===== src/rtl/core/vmt_pkg.sv =====
package vmt_pkg;

  localparam int unsigned NCOMP      = 4;
  localparam int unsigned COMP_W     = 32;
  localparam int unsigned PROD_W     = 2 * COMP_W;
  localparam int unsigned SUM_W      = PROD_W + 2;
  localparam int unsigned CFG_IDX_W  = 4;
  localparam int unsigned CFG_DATA_W = 64;
  localparam int unsigned ROW_SEL_W  = 2;

  typedef logic signed [COMP_W-1:0] comp_t;
  typedef logic signed [PROD_W-1:0] prod_t;
  typedef logic signed [SUM_W-1:0]  sum_t;
  typedef comp_t [NCOMP-1:0]        vec_t;
  typedef sum_t  [NCOMP-1:0]        sumv_t;

  typedef struct packed {
    logic  vld;
    vec_t  v;
    sumv_t acc;
  } beat_t;

  typedef struct packed {
    logic                  we;
    logic                  half;
    logic [CFG_DATA_W-1:0] data;
  } cfg_wr_t;

endpackage


===== src/rtl/core/vmt_sat.sv =====
module vmt_sat #(
  parameter int unsigned FRAC_BITS = 16
) (
  input  logic           clk,
  input  logic           rst_n,
  input  vmt_pkg::beat_t up_beat,
  output logic           up_ready,
  output logic           out_valid,
  input  logic           out_stall,
  output vmt_pkg::vec_t  out_vec,
  output logic           out_sat
);
  import vmt_pkg::*;

  logic out_valid_r;
  vec_t out_vec_r;
  logic out_sat_r;

  vec_t vec_nxt;
  logic sat_nxt;
  sum_t shifted;
  logic [SUM_W-COMP_W:0] top_bits;

  assign up_ready = !out_valid_r || !out_stall;

  always_comb begin
    sat_nxt  = 1'b0;
    shifted  = '0;
    top_bits = '0;
    for (int c = 0; c < NCOMP; c++) begin
      shifted  = $signed(up_beat.acc[c]) >>> FRAC_BITS;
      top_bits = shifted[SUM_W-1:COMP_W-1];
      if (top_bits == '0 || top_bits == '1) begin
        vec_nxt[c] = shifted[COMP_W-1:0];
      end else begin
        sat_nxt    = 1'b1;
        vec_nxt[c] = shifted[SUM_W-1] ? {1'b1, {(COMP_W-1){1'b0}}}
                                      : {1'b0, {(COMP_W-1){1'b1}}};
      end
    end
  end

  always_ff @(posedge clk) begin
    if (!rst_n) begin
      out_valid_r <= 1'b0;
    end else if (up_ready) begin
      out_valid_r <= up_beat.vld;
    end
  end

  always_ff @(posedge clk) begin
    if (up_ready && up_beat.vld) begin
      out_vec_r <= vec_nxt;
      out_sat_r <= sat_nxt;
    end
  end

  assign out_valid = out_valid_r;
  assign out_vec   = out_vec_r;
  assign out_sat   = out_sat_r;

endmodule


===== config.mk =====
export PLATFORM = sky130hd
export DESIGN_NAME = vmt_sat
export DESIGN_NICKNAME = d
export VERILOG_FILES = /design/src/rtl/core/vmt_pkg.sv /design/src/rtl/core/vmt_sat.sv
export SDC_FILE = /design/constraint.sdc
export NUM_CORES = 1
export LEC_CHECK = 0
export BUFFER_PORTS_ARGS = -buffer_cell sky130_fd_sc_hd__buf_2
export CAP_MARGIN = 20
export CORE_AREA = 2 2 208 210
export DETAILED_ROUTE_END_ITERATION = 12
export DIE_AREA = 0 0 210 212
export PLACE_DENSITY = 0.44
export SYNTH_ARGS = -nofsm -noshare
export SYNTH_HDL_FRONTEND = slang
export SYNTH_SLANG_ARGS = --single-unit

===== constraint.sdc =====
create_clock -name clk -period 4.65 [get_ports clk]
set_input_delay 0.6975 -clock clk [delete_from_list [all_inputs] [get_ports clk]]
set_output_delay 0.6975 -clock clk [all_outputs]
set_load 0.005 [all_outputs]

=== After elaboration in Yosys (flattened, before gate mapping) ===
Index checks and enable logic that the tools add are counted.
W data, S select, Z words.

* Output and inout bits: 131
* Bits of input ports: 396
* Flip-flop bits (word level): 130
* Word-level logic and storage cells: 32

* Equality and inequality tests: 4
* Reduce and logical (&&, ||, !) cells: 13
* Mux-type cells: 9

{| class="wikitable"
|+ Operators by type and width
! cell !! count
|-
| $mux W32 || 8
|-
| $eq A35 B35 Y1 const B || 4
|-
| $logic_not A35 Y1 || 4
|-
| $logic_or A1 B1 Y1 || 5
|-
| $reduce_and A3 Y1 || 1
|-
| $logic_not A1 Y1 || 2
|-
| $logic_and A1 B1 Y1 || 1
|-
| $mux W1 || 1
|}

=== Longest topological paths before layout ===
Gate-level depths: netlist (run 1).

* Depth after elaboration: 3
* Gate-level depth with buffers: 6

=== Worst setup path before layout (run 1) ===
OpenSTA, ideal clock, no wires.

* Path kind: input to register
* Start: input out_stall
* End: register out_sat_r (netlist: out_sat) (enable)
* Data required time: 4.147 ns
* Path buffers: 0
* Stages on the path: 2
* Arrival: 3.756 ns
* Library setup time: 0.503 ns
* Slack: 0.391 ns
* Path through: nand2_1 and2_1

* Word-level cells in the longest chain between the ends: 3

{| class="wikitable"
|+ Ends and longest elaborated chain
! element !! line !! source
|-
| from (decl) || vmt_sat.sv:9 || <nowiki>input logic out_stall,</nowiki>
|-
| $logic_not A1 Y1 || vmt_sat.sv:24 || <nowiki>assign up_ready = !out_valid_r || !out_stall;</nowiki>
|-
| $logic_or A1 B1 Y1 || vmt_sat.sv:24 ||
|-
| $logic_and A1 B1 Y1 || vmt_sat.sv:52 || <nowiki>if (up_ready && up_beat.vld) begin</nowiki>
|-
| to (signal assigned) || vmt_sat.sv:54 || <nowiki>out_sat_r <= sat_nxt;</nowiki>
|-
| to (decl) || vmt_sat.sv:17 || <nowiki>logic out_sat_r;</nowiki>
|}

Every way passes these cells.
A chain may end at the register's enable or synchronous reset.

=== Worst setup path after layout (run 1) ===
* Start: input up_beat[65] (netlist bit)
* End: register out_sat_r (netlist: out_sat) (data pin)

* Word-level cells in the longest chain between the ends: 3
* Elaborated cells between the ends (all ways): 4

{| class="wikitable"
|+ Ends and longest elaborated chain
! element !! line !! source
|-
| from (decl) || vmt_sat.sv:6 || <nowiki>input vmt_pkg::beat_t up_beat,</nowiki>
|-
| $eq A35 B35 Y1 / $logic_not A35 Y1 (equally long branches) || vmt_sat.sv:33 || <nowiki>if (top_bits == '0 || top_bits == '1) begin</nowiki>
|-
| $logic_or A1 B1 Y1 * || vmt_sat.sv:33 ||
|-
| $mux W1 * || vmt_sat.sv:33 ||
|}

Every way passes the cells marked *; elsewhere a longest branch is shown, timed or not.

==> results.json, run 1 <==
{
  "synth_warnings": 0,
  "grt_max_degree": 55,
  "holdWs_ps": 467.2,
  "ys_top_cells_by_area": "edfxtp_1 69%, a21o_2 13%, a21o_1 5.2%",
  "nFillCells": 4652,
  "drc": 0,
  "drt_first_pass_iters": 4,
  "period_minus_slack_ps": 2585,
  "dieArea_um2": 44520,
  "grt_pass1_vias": 4332,
  "critical_path.slowest_cell": "a31o_2",
  "hpwl_mm": 13.74,
  "slew_headroom_pct": 44.59,
  "routedWlPerCell_um": 15.38,
  "htree_num_levels": 4,
  "numCtsBuffers": 17,
  "syn-mean-instance-area_um2": 16.35,
  "synth_top_area_share_pct": 68.69,
  "maxCapViolCount": 0,
  "reg2reg_setup_slack_ps": 2760,
  "max_slew.worst_pin.slew_ps": 831.2,
  "hold_viol_final": 0,
  "grt_pass1_wl_mm": 26.92,
  "slowest_delay_ps": 720,
  "critPathArrivalTime_ps": 2760,
  "path_class": "input port to register",
  "start_kind": "input port",
  "wirelength_mm": 19.04,
  "rows": 76,
  "cts_num_sinks": 130,
  "synth_edf_count": 129,
  "clk_latency_ps": 470,
  "core-area_um2": 42510,
  "antenna_found_initial": 5,
  "worst_path_most_repeated_cell": "nand4_1",
  "cts_tree": "yes",
  "root_buffer": "clkbuf_16",
  "synth.most_common_cell": "edfxtp_1",
  "rsz0062_at_grt": "no",
  "layout-drive-gt1-share_pct": 67.39,
  "port_buffers": 334,
  "cp.required_ps": 4820,
  "fmax_mhz": 386.8,
  "synth_area_leader_cell": "edfxtp_1",
  "drt-initial-drc-count": 249,
  "post-cts-setup-buffers": 0,
  "path_clk_slew_ps": 60,
  "async_flop_share_pct": 0,
  "drtAntennaViolNets": 0,
  "via_count": 4356,
  "dieWidth_um": 210,
  "cp-end-kind": "register",
  "synth_ff_type": "edfxtp_1",
  "powerDensity_nw_per_um2": 350.7,
  "ys_ff_latch": 130,
  "syn_nets": 741,
  "syn_area_um2": 5639,
  "period_share_pct": 55.59,
  "postLayoutCoreUtil_pct": 19.64,
  "status": "complete, no violations",
  "fin_setup_tns_ps": 0,
  "start_util_pct": 13.27,
  "synth_cell_types": 21,
  "pin_count": 527,
  "syn_inst": 345,
  "finalNetCount": 1073,
  "hp-class": "input port to register",
  "crit_chain": "buf_2, nor4_1, nand4_1, nor4_2, a31o_2, nand4_1",
  "drv_slew": 0,
  "synthTopCellsByCount": "129 x edfxtp_1, 85 x a21o_2, 39 x a21o_1",
  "ys_seq_area_share_pct": 69.05,
  "setup_viol": 0,
  "grt_util_all_layers_pct": 8.607,
  "via_per_inst": 3.519,
  "fin_skew_ps": 8.452,
  "clockBufferDepth": 2,
  "cts_resized": 0,
  "cp_max_fo": 32,
  "grt.overflow.total": 0,
  "ctsHoldBuffers": 0,
  "leakage_nw": 3.731,
  "syn_to_final_growth_pct": 48.04,
  "die_y_um": 212,
  "gp_congestion": 0.7169,
  "peakVddDrop_mv": 0.2524
}
[sequential cells by signal, summed over array words and instances, names as in the netlist]
signal     cells
out_sat        1
out_valid      1
out_vec      128
[through the flow]
stage               instances  instance area [um2]  power, mW  worst slack [ps]
CTS                      1236                 8343      3.020              2060
global route             1236                 8343      3.086              1949
global placement         1204                 7825      1.713              1571
finish                   1238                 8348      2.927              2065
detailed placement       1204                 7825      1.717              1518
floorplan                 345                 5639      1.527             391.2
[metal layers]
metal,GRT usage [%],share of wire (%)
met1,9.473,41
met2,13.17,46
met3,5.510,11
met4,3.571,1.9
met5,0,0.22
[cells in the final DEF, fill, tap and decap left out]
cell	instances
buf_4	6
diode_2	2
nor2_1	6
dfxtp_1	1
a21o_1	39
a41o_1	1
and3_1	3
a31o_2	3
and2_4	1
nor4_2	4
nor2b_1	1
nand2_1	1
nor2_2	1
clkbuf_16	17
buf_12	1
a21oi_1	1
edfxtp_1	129
a21o_2	85
clkinv_4	2
clkinv_2	3
nor4_1	17
clkinvlp_4	2
a311oi_4	3
clkinv_1	4
inv_6	3
nand4_1	21
buf_2	334
clkbuf_1	1
[critical path: cells and delay by family]
family | cells | cell delay (ps)
simple gates | 4 | 1190
compound gates | 1 | 720
buf+inv | 1 | 130
[worst paths after layout]
kind | startpoint | endpoint | depth (start not counted)
setup / recovery | up_beat[65] | out_sat | 6
hold / removal | rst_n | out_valid | 2
hold reg to reg | out_valid | out_valid | 2
setup reg to reg | out_valid | out_vec[77] | 3
[report_power, final]
group | internal (mW) | total [mW] | switching (mW) | leakage, nW
Sequential | 1.37 | 1.39 | 0.0159 | 1.25
Combinational | 0.151 | 0.297 | 0.146 | 2.23
Clock | 0.673 | 1.24 | 0.571 | 0.251
[logic make-up (layout without fill, tap and decap cells)]
kind of cell	count (synthesis)	in the layout	share of synthesized area, %
AO/OA/AOI/OAI	132	132	19.92
flip-flops	130	130	69.05
AND/OR/NAND/NOR	55	55	6.191
buffers and inverters	28	373	4.837
other	0	2	0
[final cells by class]
type / instances / area (um2) / area share, %
Sequential cell: 130 / 3894 / 46.64
Timing Repair Buffer: 341 / 1737 / 20.80
Multi-Input combinational cell: 187 / 1511 / 18.11
Tap cell: 546 / 683.2 / 8.183
Clock buffer: 18 / 429.2 / 5.141
Clock inverter: 14 / 88.84 / 1.064
Antenna cell: 2 / 5.005 / 0.05995
Note: power is estimated with default switching activity, not from simulation.
==> run 2, diff against run 1 <==
clock period = 2.61 ns   (was 4.65 ns; I/O delays follow)
==> run 2 against run 1 <==
  * Sequential share of layout area decreased by 1.3 points
  * Clock power increased by 120%
  * Worst setup slack got worse by 1300 ps
  * Global-route usage decreased by 0.36 points
  * Hold slack got worse by 310 ps
  * Critical path depth increased by 1
  * Largest cell class unchanged
  * First-iteration DRC count increased by 3.2%
  * Wire length decreased by 2.5%
  * Die area unchanged
  * Core utilization increased by 0.57 points
  * Via count increased by 2.3%
  * Final area increased by 2.9%
==> results.json, run 2 (synthesis gave the netlist of run 1 again) <==
{
  "syn_to_final_growth_pct": 52.32,
  "root_buffer": "clkbuf_16",
  "fin_area_um2": 8589,
  "leakage_nw": 3.855,
  "reg2regPathDepth": 3,
  "switching_share_pct": 22.90,
  "crit_chain": "buf_2, nor4_1, nand4_1, nor4_2, a311oi_4, buf_4, a21o_2",
  "slowest_delay_ps": 380,
  "maxCapViolCount": 0,
  "intPower_mw": 4.428,
  "period_minus_slack_ps": 1856,
  "switching_power_mw": 1.315,
  "path_clk_slew_ps": 60,
  "worst-path-stages": 7,
  "stdcell_count": 1247,
  "cp.buffers_inverters": 2,
  "cts_resized": 0,
  "status": "complete, no violations",
  "die_y_um": 212,
  "clockBufferDepth": 2,
  "drtAntennaViolNets": 0,
  "drv_slew": 0,
  "drt-initial-drc-count": 257,
  "drt_first_pass_iters": 4,
  "slew_headroom_pct": 47.58,
  "clkPwrFrac_pct": 47.7,
  "cts_num_sinks": 130,
  "dieWidth_um": 210,
  "hp-class": "input port to register",
  "numCtsBuffers": 17,
  "critical_path.slowest_cell": "nor4_1",
  "hpwl_mm": 14.04,
  "critPathArrivalTime_ps": 2060,
  "fmax_mhz": 538.8,
  "via_per_inst": 3.573,
  "ctsHoldBuffers": 0,
  "fin_skew_ps": 9.408,
  "grt_max_degree": 50,
  "finalNetCount": 1082,
  "cts_tree": "yes",
  "cp.required_ps": 2810,
  "period_share_pct": 71.11,
  "clk_latency_ps": 450,
  "path_class": "input port to register",
  "cp_top_family": "simple AND/OR/NAND/NOR gates",
  "cp-end-kind": "register",
  "layout-drive-gt1-share_pct": 68.24,
  "max_slew.worst_pin.slew_ps": 786.3,
  "largest_reg_flops": 128,
  "dieArea_um2": 44520,
  "pwr-share-comb_pct": 9.3,
  "dp_cells": 1213,
  "via_count": 4455,
  "cp_max_fo": 16,
  "hold_path_depth": 2,
  "grt.overflow.total": 0,
  "seq_power_share_pct": 43.0,
  "port_buffers": 334,
  "start_util_pct": 13.27,
  "routedWlPerCell_um": 14.88,
  "post-cts-setup-buffers": 0,
  "power_mw": 5.743,
  "rsz0062_at_grt": "no",
  "hold_viol_final": 0,
  "pin_count": 527,
  "mostFrequentLayoutCells": "334 x buf_2, 129 x edfxtp_1, 85 x a21o_2",
  "grt_util_all_layers_pct": 8.246,
  "rows": 76,
  "peakVddDrop_mv": 0.3711,
  "powerDensity_nw_per_um2": 668.6,
  "antenna_found_initial": 10,
  "start_kind": "input port",
  "grt_pass1_vias": 4485,
  "wirelength_mm": 18.55,
  "setup_viol": 0,
  "nFillCells": 4604,
  "drc": 0,
  "fin_setup_tns_ps": 0,
  "core-area_um2": 42510,
  "final_common_cell": "buf_2",
  "htree_num_levels": 4,
  "place_area_um2": 7930,
  "grt_pass1_wl_mm": 26.52,
  "gp_congestion": 0.7219
}
run 2: cell count changes in the layout (fill, tap and decap cells not counted):
cell | before | now
clkinv_1 | 4 | 1
buf_12 | 1 | 4
inv_6 | 3 | 4
bufinv_16 | 0 | 5
clkinv_2 | 3 | 0
buf_4 | 6 | 12
clkinvlp_4 | 2 | 1
inv_8 | 0 | 1
run 2: final timing paths:
kind                  end   startpoint  slack, ps
max            out_vec[9]  up_beat[53]        750
min             out_valid        rst_n        160
min reg2reg     out_valid    out_valid        540
max reg2reg  out_vec[107]    out_valid       1200
run 2: per-stage QoR:
step / utilization, % / setup slack, ps / hold slack [ps]
CTS: 20.20 / 685.4 / 111.2
finish: 20.21 / 754.1 / 157.0
global route: 20.20 / 589.4 / 131.9
detailed placement: 18.66 / 179.8 / 529.9
global placement: 18.66 / 234.9 / 523.1
floorplan: - / 87.96 / 518.5
run 2: cell type report:
class                   instances  area (um2)  area share, %
multi-input cells             187        1511          17.60
repair buffers                350        1842          21.44
clock buffers                  18       429.2          4.996
clock inverters                14       225.2          2.622
flip-flops and latches        130        3894          45.33
well taps                     546       683.2          7.953
diodes                          2       5.005        0.05827
run 2: power by group through the flow:
stage / clock network, mW / logic, mW / registers [mW]
final: 2.74 / 0.534 / 2.47
after global routing: 2.92 / 0.592 / 2.48
after detailed placement: 0 / 0.549 / 2.52
after CTS: 2.86 / 0.550 / 2.47
after global placement: 0 / 0.544 / 2.52
after floorplan: 0 / 0.174 / 2.54
run 2: metal layers:
layer  global-route usage [%]  wire length, um  vias up
li1                         -                -     2079
met1                    9.408             7676     2110
met2                    12.77             8589      224
met3                    4.579             1914       30
met4                    3.375              297       12
met5                        0               76        -
